File: src/fvn_pkg.sv
// Package for the fractal value noise block: widths, register indexes,
// hash constants and the item bundle passed from octave cell to octave cell.
// No dependencies.
package fvn_pkg;

	localparam int MAX_OCTAVES = 8;

	localparam int COORD_W    = 32;
	localparam int NOISE_W    = 16;
	localparam int OCT_W      = 4;
	localparam int RATE_W     = 16;
	localparam int SEED_W     = 32;
	localparam int FREQ_W     = 32;
	localparam int FRAC_W     = 16;
	localparam int AMP_W      = FRAC_W + 1;
	localparam int SUM_W      = 2 * FRAC_W + $clog2(MAX_OCTAVES);
	localparam int NORM_W     = AMP_W + $clog2(MAX_OCTAVES);
	localparam int CFG_IDX_W  = 2;
	localparam int CFG_DATA_W = 32;

	// Configuration register indexes
	localparam logic [CFG_IDX_W-1:0] REG_OCTAVE_COUNT = 2'd0;
	localparam logic [CFG_IDX_W-1:0] REG_LACUNARITY   = 2'd1;
	localparam logic [CFG_IDX_W-1:0] REG_GAIN         = 2'd2;
	localparam logic [CFG_IDX_W-1:0] REG_NOISE_SEED   = 2'd3;

	// Reset values
	localparam logic [OCT_W-1:0]  OCTAVE_COUNT_RST = 4'd4;
	localparam logic [RATE_W-1:0] LACUNARITY_RST   = 16'd8192;
	localparam logic [RATE_W-1:0] GAIN_RST         = 16'd32768;
	localparam logic [SEED_W-1:0] NOISE_SEED_RST   = 32'd0;

	// Hash and scaling constants
	localparam logic [31:0] MIX_K1    = 32'h7feb352d;
	localparam logic [31:0] MIX_K2    = 32'h846ca68b;
	localparam logic [31:0] HASH_CX   = 32'h9e3779b9;
	localparam logic [31:0] HASH_CY   = 32'h85ebca6b;
	localparam logic [31:0] SEED_STEP = 32'd1013;
	localparam logic [FREQ_W-1:0] FREQ_ONE = 32'h0001_0000;
	localparam logic [FREQ_W-1:0] FREQ_MAX = 32'hFFFF_FFFF;
	localparam logic [AMP_W-1:0]  AMP_ONE  = 17'h1_0000;

	// Per-octave rate settings seen by every cell
	typedef struct packed {
		logic [RATE_W-1:0] lacunarity;
		logic [RATE_W-1:0] gain;
	} fvn_cfg_t;

	// Item as it moves from one octave cell to the next
	typedef struct packed {
		logic               vld;
		logic [COORD_W-1:0] px;
		logic [COORD_W-1:0] py;
		logic [FREQ_W-1:0]  freq;
		logic [AMP_W-1:0]   amp;
		logic [SEED_W-1:0]  seed;
		logic [SUM_W-1:0]   sum;
		logic [NORM_W-1:0]  norm;
	} fvn_oct_t;

endpackage

File: src/fvn_div.sv
// Pipelined restoring divider: weighted sum over amplitude total, one
// quotient bit per stage, then the map to signed noise. Depends on fvn_pkg.
module fvn_div import fvn_pkg::*; (
	input  logic                      clk,
	input  logic                      arst_n,
	input  logic                      adv,
	input  fvn_oct_t                  up_item,
	output logic                      vld,
	output logic signed [NOISE_W-1:0] noise
);

	localparam int Q_W = FRAC_W;

	logic              vld_s [Q_W];
	logic [NORM_W-1:0] rem_s [Q_W];
	logic [NORM_W-1:0] nrm_s [Q_W];
	logic [Q_W-1:0]    low_s [Q_W];
	logic [Q_W-1:0]    quo_s [Q_W];

	for (genvar j = 0; j < Q_W; j++) begin : g_step
		logic              vld_i;
		logic [NORM_W-1:0] rem_i, nrm_i;
		logic [Q_W-1:0]    low_i, quo_i;
		logic [NORM_W:0]   trial, diff;
		logic              ge;

		if (j == 0) begin : g_first
			assign vld_i = up_item.vld;
			assign rem_i = NORM_W'(up_item.sum[SUM_W-1:FRAC_W]);
			assign nrm_i = up_item.norm;
			assign low_i = up_item.sum[FRAC_W-1:0];
			assign quo_i = '0;
		end else begin : g_next
			assign vld_i = vld_s[j-1];
			assign rem_i = rem_s[j-1];
			assign nrm_i = nrm_s[j-1];
			assign low_i = low_s[j-1];
			assign quo_i = quo_s[j-1];
		end

		// Shift in the next dividend bit and subtract where it fits
		always_comb begin
			trial = {rem_i, low_i[Q_W-1]};
			diff  = trial - {1'b0, nrm_i};
			ge    = (trial >= {1'b0, nrm_i});
		end

		always_ff @(posedge clk or negedge arst_n) begin
			if (!arst_n) begin
				vld_s[j] <= 1'b0;
			end else if (adv) begin
				vld_s[j] <= vld_i;
			end
		end

		always_ff @(posedge clk) begin
			if (adv) begin
				rem_s[j] <= ge ? diff[NORM_W-1:0] : trial[NORM_W-1:0];
				nrm_s[j] <= nrm_i;
				low_s[j] <= {low_i[Q_W-2:0], 1'b0};
				quo_s[j] <= {quo_i[Q_W-2:0], ge};
			end
		end
	end

	// Map [0,1) to [-1,1): flip the top bit; no octaves gives zero
	assign vld   = vld_s[Q_W-1];
	assign noise = (nrm_s[Q_W-1] == '0) ? '0 :
		$signed({~quo_s[Q_W-1][Q_W-1], quo_s[Q_W-1][Q_W-2:0]});

endmodule

File: config.mk
export PLATFORM = sky130hd
export DESIGN_NAME = fvn_div
export DESIGN_NICKNAME = d
export VERILOG_FILES = /design/src/fvn_pkg.sv /design/src/fvn_div.sv
export SDC_FILE = /design/constraint.sdc
export NUM_CORES = 1
export LEC_CHECK = 0
export BUFFER_PORTS_ARGS = -buffer_cell sky130_fd_sc_hd__buf_4
export CAP_MARGIN = 20
export CORE_UTILIZATION = 45
export DETAILED_ROUTE_END_ITERATION = 12
export PLACE_DENSITY_LB_ADDON = 0.2
export RECOVER_POWER = 50
export SLEW_MARGIN = 20
export SYNTH_ARGS = -nofsm -noshare
export SYNTH_HDL_FRONTEND = slang
export SYNTH_SLANG_ARGS = --single-unit
File: constraint.sdc
create_clock -name clk -period 2.7 [get_ports clk]
set_input_delay 0.405 -clock clk [delete_from_list [all_inputs] [get_ports clk]]
set_output_delay 0.405 -clock clk [all_outputs]
set_load 0.01 [all_outputs]
==> impl_metrics.csv, run 1 <==
group,metric,value,unit
cells_and_area,post-route-util,60.65,%
min_path,min_delay_worst_endpoint,"rem_s[0][14]$_DFFE_PP_",
floorplan,fp-row-count,118,
synthesis,synth-compound-area-share,12.86,%
detailed_routing,ant_nets,0,
worst_setup_path,reg2reg_to,"rem_s[1][139]$_DFFE_PP_",
cells_and_area,regArea,26710,sq um
global_route,grt_pass1_wl,170800,microns
sta,hold_viol,0,
synthesis,synth_area,47010,sq um
detailed_routing,wl_per_cell,17.74,microns
synthesis,ys_ff_latch,892,
pwr,fin_total_pwr,73.46,mW
floorplan,die_y,325.2,microns
synthesis,synthFlopType,"edfxtp_1",
placed_design,gp_congestion,0.9040,
sta,clock.fmax,345.1,MHz
worst_setup_path,rr_startpoint,"rem_s[1][101]$_DFFE_PP_",
job,drv_cap,0,
synthesis,synth_top_family_by_area,"compound AO/OA/AOI/OAI gates",
sta,whs,0.04377,ns
synthesis,ys_types,90,
floorplan,start_util,45.42,%
placed_design,dpl.hpwl,78840,microns
synthesis,yosys_warnings,0,
sta,setup_ws,-0.1976,ns
synthesis,synth_edf_count,876,
synthesis,yosysSeqAreaShare,56.81,%
pwr,p_per_area,1170,nW/um^2
global_route,grt_max_degree,98,
detailed_routing,vias,33197,
sta,finalSetupViolations,127,
sta,relSlewSlack,13.72,%
pwr,p_leak,26.46,nW
run_status,violations,"setup timing",
cells_and_area,layout-drive-gt1-share,32.74,%
clocking,clock_latency,0.69,ns
clocking,numCtsBuffers,99,
cells_and_area,final_cells,6349,
pwr,ir_drop,0.0006027,V
clocking,htree_levels,3,
cells_and_area,diodes,0,
detailed_routing,avgViaCountPerCell,5.229,
sta,final.period_utilization,107.3,%
worst_setup_path,r2r_slack,-0.20,ns
cells_and_area,final_cell_mix,"edfxtp_1 (876), buf_4 (775), inv_1 (381)",
detailed_routing,dr.pass1.iters,5,
detailed_routing,wirelength,112600,microns
placed_design,pre_cts_slack,-0.4010,ns
clocking,root_buffer,"clkbuf_16",
cells_and_area,layout_commonest_cell,"edfxtp_1",
global_route,grt_overflow,0,
placed_design,io_buffer_count,75,
synthesis,synth_xor_area_share,4.062,%
placed_design,place_area,54610,sq um
floorplan,die_x,325.2,microns
synthesis,syn_nets,4423,
cells_and_area,multi_input_area,21250,sq um
worst_setup_path,crit_chain,"ha_4, o21ai_2, a21oi_2, or4b_4, a41o_4, a31oi_4, and2_4, o21ai_4, clkbuf_16, mux2_4",
detailed_routing,drt_iter0_markers,2202,
synthesis,synth-simple-area-share,8.627,%
cells_and_area,stdcell_area,62770,sq um
synthesis,synthMuxAreaShare,4.408,%
detailed_routing,drc,0,
clocking,clk_pin_slew,0.06,ns
floorplan,dieArea,105800,sq um
placed_design,placed_cells,5946,
sta,clock_skew,0.02045,ns
global_route,grtUsageTotal,20.15,%
run_status,status,"finished, violations left",
synthesis,syn_inst,3884,
floorplan,ios,221,
min_path,hold_path.startpoint,"up_item[49]",
global_route,antenna_found_initial,1,
min_path,min_path_cells,3,
worst_setup_path,reg2reg_depth,10,
sta,drv_slew,0,
synthesis,synthAdderAreaFrac,9.156,%
clocking,cts_tree,"built",
floorplan,design.core.area,103500,sq um
worst_setup_path,crit_type,"reg2reg",
worst_setup_path,cp_data_arrival_time,3.34,ns
min_path,hp-class,"in2reg",
clocking,clockBufferDepth,3,
worst_setup_path,startpoint_type,"flop",
global_route,grt_pass1_vias,33150,
worst_setup_path,crit_fanout,5,
cells_and_area,nFillCells,8219,
clocking,numClockSinks,892,
worst_setup_path,worst_setup_path_end_kind,"flop",
sta,fin_crit,2.898,ns
sta,rsz0062_at_grt,"yes",
synthesis,async_flop_share,1.794,%
synthesis,syn_area_per_cell,12.10,sq um
cells_and_area,areaGrowthSynthToFinish,33.54,%
sta,tns,-10.28,ns
cells_and_area,final_nets,5426,
sta,worstMarginPinSlew,1.294,ns
worst_setup_path,crit_path_top_delay_cell,"or4b_4",
worst_setup_path,crit_required,3.14,ns
worst_setup_path,cp_slowest_stage_delay,0.50,ns
-- report_power, final --
| group | internal [mW] | total, mW | leakage (nW) | switching (mW) |
|---|---|---|---|---|
| logic | 20.6 | 38.1 | 16.2 | 17.5 |
| registers | 19.9 | 21.9 | 8.75 | 2.01 |
| clock network | 7.90 | 13.4 | 1.55 | 5.52 |
-- flip-flops by register name, summed over array words and instances (netlist names) --
name / count
quo_s: 136
low_s: 120
nrm_s: 320
vld: 1
g_step.vld_i: 15
rem_s: 300
-- worst max-delay path: cells and delay by family, from the launching register on --
kind                     cells  cell delay, ns
flip-flops                   1            0.43
multiplexers                 1            0.29
AND/OR/NAND/NOR              2            0.69
buffers and inverters        1            0.20
AO/OA/AOI/OAI                5            0.76
adder cells (fa/ha/maj)      1            0.27
-- synthesized netlist by cell type (all sizes together), types with 51 or more instances --
| cell type | count | area share (%) |
|---|---|---|
| ha | 320 | 8.5 |
| inv | 408 | 3.3 |
| clkbuf | 51 | 0.41 |
| nand3 | 66 | 0.70 |
| mux2 | 157 | 3.9 |
| a21o | 132 | 2.1 |
| o21ai | 221 | 2.4 |
| xor2 | 87 | 1.6 |
| a21oi | 251 | 2.7 |
| edfxtp | 876 | 56 |
| nor2b | 68 | 0.91 |
| xnor2 | 131 | 2.4 |
| nand2 | 248 | 2.0 |
| nor2 | 196 | 1.6 |
-- cell type report --
cell class / count / share of cell area, %
flip-flops and latches: 892 / 42.54
repair inverters: 1 / 0.01794
clock inverters: 59 / 0.9528
multi-input cells: 2502 / 33.85
well taps: 1380 / 2.751
clock buffers: 124 / 4.212
repair buffers: 983 / 13.20
inverters: 408 / 2.472
-- routing by layer --
metal	GRT usage [%]	up-vias	share of wire (%)
met5	0	-	0.0062
met4	7.363	2	3.2
met3	2.756	195	3.7
met2	35.14	586	51
met1	25.44	16031	43
li1	-	16383	-
-- worst max-delay path by stage --
stage	from	to	slack [ns]	depth (start not counted)
2_1_floorplan	rem_s[1][82]$_DFFE_PP_	rem_s[1][111]$_DFFE_PP_	-0.03	10
3_3_place_gp	nrm_s[1][60]$_DFFE_PP_	rem_s[1][98]$_DFFE_PP_	-0.31	11
3_5_place_dp	nrm_s[1][60]$_DFFE_PP_	rem_s[1][98]$_DFFE_PP_	-0.40	11
4_1_cts	nrm_s[1][60]$_DFFE_PP_	rem_s[1][98]$_DFFE_PP_	-0.22	11
5_1_grt	rem_s[1][101]$_DFFE_PP_	rem_s[1][134]$_DFFE_PP_	-0.30	10
6_report	rem_s[1][101]$_DFFE_PP_	rem_s[1][139]$_DFFE_PP_	-0.20	10
-- logic make-up after synthesis --
kind of cell / after synthesis
buffers and inverters: 491
adders and majority gates: 335
muxes: 181
DFF: 892
xor gates and xnor gates: 218
AOI/OAI and AO/OA: 936
and+or+nand+nor: 831
-- what timing repair did --
item	4_1_cts	5_1_grt
hold buffers	40	0
setup buffers	67	102
cloned	13	17
pin swaps	57	173
setup endpoints to repair	274	318
hold endpoints to repair	55	0
gates resized for setup	220	491
Note: power is estimated with default switching activity, not from simulation.
==> run 2, diff against run 1 <==
--- a/config.mk
+++ b/config.mk
@@ -7,8 +7,11 @@
 export LEC_CHECK = 0
 export BUFFER_PORTS_ARGS = -buffer_cell sky130_fd_sc_hd__buf_4
 export CAP_MARGIN = 20
+export CORE_MARGIN = 2
 export CORE_UTILIZATION = 45
 export DETAILED_ROUTE_END_ITERATION = 12
+export HOLD_SLACK_MARGIN = 0.03
+export MAX_ROUTING_LAYER = met4
 export PLACE_DENSITY_LB_ADDON = 0.2
 export RECOVER_POWER = 50
 export SLEW_MARGIN = 20
==> impl_metrics.csv, run 2 (synthesis gave the netlist of run 1 again) <==
group,metric,value,unit
run_status,status,"finished, violations left",
run_status,violations,"capacitance limit, slew limit, setup timing",
pwr,fin_total_pwr,73.29,mW
worst_setup_path,startpoint_type,"flop",
sta,clock_skew,0.02951,ns
detailed_routing,ant_nets,0,
sta,drv_slew,33,
cells_and_area,top_regs,"nrm_s (320), rem_s (300), quo_s (136)",
cells_and_area,layout-drive-gt1-share,33.39,%
cells_and_area,regMostFlops,"nrm_s",
worst_setup_path,crit_fanout,6,
global_route,grt_max_degree,78,
cells_and_area,stdcell_area,62960,sq um
floorplan,ios,221,
detailed_routing,vias,33332,
sta,relSlewSlack,-39.56,%
worst_setup_path,crit_type,"reg2reg",
floorplan,start_util,45.42,%
placed_design,gp_congestion,0.9203,
sta,finalSetupViolations,154,
worst_setup_path,worst_setup_path_end_kind,"flop",
global_route,gr-usage-met1,25.56,%
worst_setup_path,cp_data_arrival_time,3.30,ns
worst_setup_path,reg2reg_depth,11,
clocking,numCtsBuffers,99,
detailed_routing,drc,0,
placed_design,place_area,54940,sq um
sta,rsz0062_at_grt,"yes",
min_path,min_path_cells,3,
clocking,clk_pin_slew,0.06,ns
sta,setup_ws,-0.1923,ns
global_route,top_usage_layer,"met2",
clocking,clock_latency,0.69,ns
cells_and_area,diodes,0,
cells_and_area,areaGrowthSynthToFinish,33.94,%
global_route,grt_use_met3,2.555,%
floorplan,die_x,327.2,microns
global_route,grt_pass1_vias,33331,
cells_and_area,final_nets,5466,
pwr,ir_drop,0.0007148,V
sta,fin_crit,2.892,ns
sta,final.period_utilization,107.1,%
global_route,grt_overflow,0,
cells_and_area,largest_reg_flops,320,
floorplan,dieArea,107100,sq um
global_route,antenna_found_initial,0,
detailed_routing,wirelength,114200,microns
detailed_routing,dr.pass1.iters,5,
pwr,p_leak,26.63,nW
job,drv_cap,1,
floorplan,fp-row-count,118,
detailed_routing,wl_per_cell,17.88,microns
worst_setup_path,crit_required,3.11,ns
placed_design,io_buffer_count,75,
detailed_routing,avgViaCountPerCell,5.219,
cells_and_area,layout_commonest_cell,"edfxtp_1",
clocking,htree_levels,3,
sta,hold_viol,0,
clocking,cts_tree,"built",
placed_design,dpl.hpwl,81200,microns
detailed_routing,drt_iter0_markers,2057,
clocking,root_buffer,"clkbuf_16",
floorplan,design.core.area,103500,sq um
min_path,hp-class,"in2reg",
clocking,numClockSinks,892,
placed_design,pre_cts_slack,-0.4942,ns
global_route,grt_pass1_wl,174900,microns
global_route,grtUsageTotal,21.18,%
pwr,p_per_area,1164,nW/um^2
sta,whs,0.1349,ns
sta,worstMarginPinSlew,2.090,ns
clocking,clockBufferDepth,3,
floorplan,die_y,327.2,microns
global_route,grt_util_met2,36.41,%
cells_and_area,final_cell_mix,"edfxtp_1 (876), buf_4 (745), inv_1 (384)",
sta,clock.fmax,345.7,MHz
## run 2: final timing paths
kind / slack, ns / endpoint / startpoint
max in group asynchronous: 1.81 / g_step[7].vld_i$_DFFE_PN0P_ / arst_n
worst max-delay path: -0.19 / rem_s[1][38]$_DFFE_PP_ / rem_s[1][0]$_DFFE_PP_
worst min-delay path: 0.13 / rem_s[0][3]$_DFFE_PP_ / up_item[38]
worst min register to register: 0.40 / low_s[0][118]$_DFFE_PP_ / low_s[0][102]$_DFFE_PP_
worst max register to register: -0.19 / rem_s[1][38]$_DFFE_PP_ / rem_s[1][0]$_DFFE_PP_
min in group asynchronous: 0.36 / g_step[15].vld_i$_DFFE_PN0P_ / arst_n
## run 2: what timing repair did
action / CTS / global route
setup endpoints to repair: 275 / 317
hold buffers: 48 / 0
hold endpoints to repair: 63 / 0
resized for setup: 318 / 424
gates cloned: 14 / 10
setup buffers: 78 / 91
pin swaps: 94 / 166
## run 2: cell type report
class | count | area (sq um)
clock buffers | 119 | 2595
clock inverters | 62 | 506.7
fillers | 8191 | 40540
inverters | 408 | 1572
multi-input cells | 2501 | 21080
flip-flops and latches | 892 | 26710
well taps | 1380 | 1727
repair buffers | 1023 | 8756
repair inverters | 2 | 18.77
## run 2: metal layers
| layer | share of wire, % | wire (microns) |
|---|---|---|
| met5 | 0 | 0 |
| met4 | 3.4 | 3929 |
| met3 | 3.5 | 3978 |
| met2 | 51 | 58370 |
| met1 | 42 | 47930 |
## run 2: worst max-delay path, cell delays in order, from the launching register on
cell and delay [ns]:
edfxtp_1 0.48, buf_6 0.17, ha_4 0.23, nor2b_4 0.12
o21a_1 0.19, o21a_2 0.25, o21a_1 0.18, o211ai_1 0.16
o211a_2 0.33, clkinvlp_4 0.28, o2111ai_2 0.15, nand3_1 0.12
## run 2: stage by stage
| step | setup TNS, ns | instances | utilization (%) |
|---|---|---|---|
| finish | -13.21 | 6387 | 60.83 |
| global route | -42.35 | 6387 | 60.83 |
| CTS | -12.72 | 6302 | 58.63 |
| detailed placement | -38.68 | 5984 | 53.08 |
| global placement | -33.47 | 5984 | 53.08 |
| floorplan | -0.5029 | 3884 | - |
## run 2: where the power goes
| group | total, mW | switching (mW) | internal (mW) |
|---|---|---|---|
| sequential | 21.9 | 1.98 | 19.9 |
| clock | 13.0 | 5.53 | 7.43 |
| combinational | 38.5 | 17.7 | 20.7 |
==> run 3, diff against run 2 <==
--- a/config.mk
+++ b/config.mk
@@ -8,7 +8,7 @@
 export BUFFER_PORTS_ARGS = -buffer_cell sky130_fd_sc_hd__buf_4
 export CAP_MARGIN = 20
 export CORE_MARGIN = 2
-export CORE_UTILIZATION = 45
+export CORE_UTILIZATION = 55
 export DETAILED_ROUTE_END_ITERATION = 12
 export HOLD_SLACK_MARGIN = 0.03
 export MAX_ROUTING_LAYER = met4
==> impl_metrics.csv, run 3 (synthesis gave the netlist of run 1 again) <==
group,metric,value,unit
global_route,grt_overflow,0,
global_route,grt_pass1_wl,173100,microns
cells_and_area,layout-drive-gt1-share,32.53,%
detailed_routing,dr.pass1.iters,5,
placed_design,dpl.hpwl,79270,microns
worst_setup_path,crit_required,3.11,ns
worst_setup_path,cp_slowest_stage_delay,0.48,ns
cells_and_area,post-route-util,73.37,%
worst_setup_path,cp_data_arrival_time,3.38,ns
worst_setup_path,startpoint,"rem_s[0][80]$_DFFE_PP_",
clocking,numCtsBuffers,97,
min_path,min_path_cells,3,
sta,fin_crit,2.966,ns
cells_and_area,final_nets,5414,
detailed_routing,avgViaCountPerCell,5.538,
worst_setup_path,crit_chain,"buf_4, buf_4, inv_1, fa_1, nor2b_2, o2111ai_2, a21oi_1, o21ai_2, a211oi_2, o21a_1, o21a_1, o31ai_4",
cells_and_area,layout_commonest_cell,"edfxtp_1",
sta,finalSetupViolations,148,
pwr,p_per_area,1189,nW/um^2
cells_and_area,top_regs,"nrm_s (320), rem_s (300), quo_s (136)",
sta,clock_skew,0.02640,ns
detailed_routing,drt_iter0_markers,2376,
sta,worstMarginPinSlew,1.499,ns
sta,hold_viol,0,
global_route,grtUsageTotal,25.88,%
pwr,p_leak,26.35,nW
pwr,ir_drop,0.0006350,V
worst_setup_path,cp.buffers_inverters,3,
clocking,clockBufferDepth,3,
run_status,violations,"capacitance limit, setup timing",
clocking,htree_levels,3,
worst_setup_path,reg2reg_to,"rem_s[0][112]$_DFFE_PP_",
worst_setup_path,crit_path_top_delay_cell,"fa_1",
floorplan,dieArea,87820,sq um
cells_and_area,largest_reg_flops,320,
sta,relSlewSlack,0.05986,%
sta,rsz0062_at_grt,"yes",
global_route,grt_pass1_vias,32860,
worst_setup_path,worst_setup_path_end_kind,"flop",
worst_setup_path,crit_fanout,3,
worst_setup_path,path_delay_family,"compound AO/OA/AOI/OAI gates",
worst_setup_path,startpoint_type,"flop",
min_path,min_delay_worst_endpoint,"rem_s[0][14]$_DFFE_PP_",
sta,final.period_utilization,109.9,%
detailed_routing,wl_per_cell,18.87,microns
clocking,clk_pin_slew,0.06,ns
floorplan,start_util,55.38,%
cells_and_area,regMostFlops,"nrm_s",
clocking,root_buffer,"clkbuf_16",
run_status,status,"finished, violations left",
detailed_routing,wirelength,115000,microns
min_path,hp-class,"in2reg",
global_route,grt_max_degree,85,
placed_design,pre_cts_slack,-0.4325,ns
clocking,numClockSinks,892,
floorplan,die_x,296.3,microns
worst_setup_path,rr_startpoint,"rem_s[0][80]$_DFFE_PP_",
sta,drv_slew,0,
clocking,cts_tree,"built",
global_route,antenna_found_initial,2,
floorplan,fp-row-count,107,
cells_and_area,final_cell_mix,"edfxtp_1 (876), buf_4 (700), inv_1 (384)",
sta,tns,-11.58,ns
min_path,hold_path.startpoint,"up_item[49]",
sta,setup_ws,-0.2664,ns
detailed_routing,vias,33759,
sta,clock.fmax,337.1,MHz
detailed_routing,ant_nets,0,
clocking,clock_latency,0.68,ns
cells_and_area,diodes,0,
worst_setup_path,crit_type,"reg2reg",
floorplan,die_y,296.3,microns
cells_and_area,areaGrowthSynthToFinish,32.48,%
floorplan,ios,221,
job,drv_cap,1,
worst_setup_path,reg2reg_depth,12,
detailed_routing,drc,0,
placed_design,gp_congestion,0.9224,
placed_design,io_buffer_count,75,
floorplan,design.core.area,84880,sq um
worst_setup_path,r2r_slack,-0.27,ns
==> run 3: cell types whose count changed in the layout (fill, tap and decap cells not counted), sizes merged <==
cell | before | now
clkbuf | 226 | 255
bufinv | 6 | 16
buf | 867 | 790
dlygate4sd3 | 48 | 44
clkinv | 43 | 33
dlymetal6s2s | 1 | 0
dlymetal6s4s | 0 | 1
inv | 414 | 411
==> run 3: layer usage <==
| layer | vias up | track usage, % | wire, microns |
|---|---|---|---|
| met5 | - | - | 0 |
| met4 | 0 | 7.576 | 3108 |
| met1 | 16338 | 32.67 | 48620 |
| li1 | 16371 | - | - |
| met2 | 852 | 43.55 | 58150 |
| met3 | 198 | 3.721 | 5168 |
==> run 3: power by group <==
group / leakage (nW) / switching (mW) / internal (mW)
clock network: 1.56 / 5.45 / 8.17
logic: 16.0 / 18.0 / 20.5
registers: 8.75 / 2.07 / 19.9
==> run 3: area by class of cell <==
cell class	count	area (sq um)
clock buffer	117	2524
clock inverter	59	732.0
fill	5734	22610
inverter	408	1546
multi-input combinational	2501	21160
sequential	892	26710
tap	1144	1431
timing repair buffer	973	8163
timing repair inverter	2	15.01
==> run 3: timing repair <==
item                                   in CTS  in global routing
setup buffers                              80                106
pin swaps                                  96                161
hold buffers                               45                  0
setup endpoints to repair                 269                310
endpoints found under the hold margin      60                  0
resized for setup                         324                394
gates cloned                               16                 10
==> run 3: worst max path at each step <==
stage,cells after the start,end,slack [ns]
after floorplan,10,rem_s[1][111]$_DFFE_PP_,-0.03
after global placement,11,rem_s[0][156]$_DFFE_PP_,-0.39
after detailed placement,11,rem_s[0][156]$_DFFE_PP_,-0.43
after CTS,10,rem_s[1][130]$_DFFE_PP_,-0.18
after global routing,12,rem_s[0][112]$_DFFE_PP_,-0.34
final,12,rem_s[0][112]$_DFFE_PP_,-0.27
==> run 3: worst min-delay path, stage by stage <==
cell and delay [ns]:
buf_4 0.10, nand2_1 0.04, o21ai_1 0.07
==> run 3: per-stage QoR <==
step	area (sq um)	cells	total power [mW]	hold slack [ns]
after floorplan	47130	3884	40.52	0.1094
after global placement	54020	5677	50.94	0.2677
after detailed placement	54020	5677	51.50	0.2698
after CTS	59870	5989	69.79	0.03298
after global routing	62270	6096	78.18	0.04132
final	62270	6096	74.06	0.06442
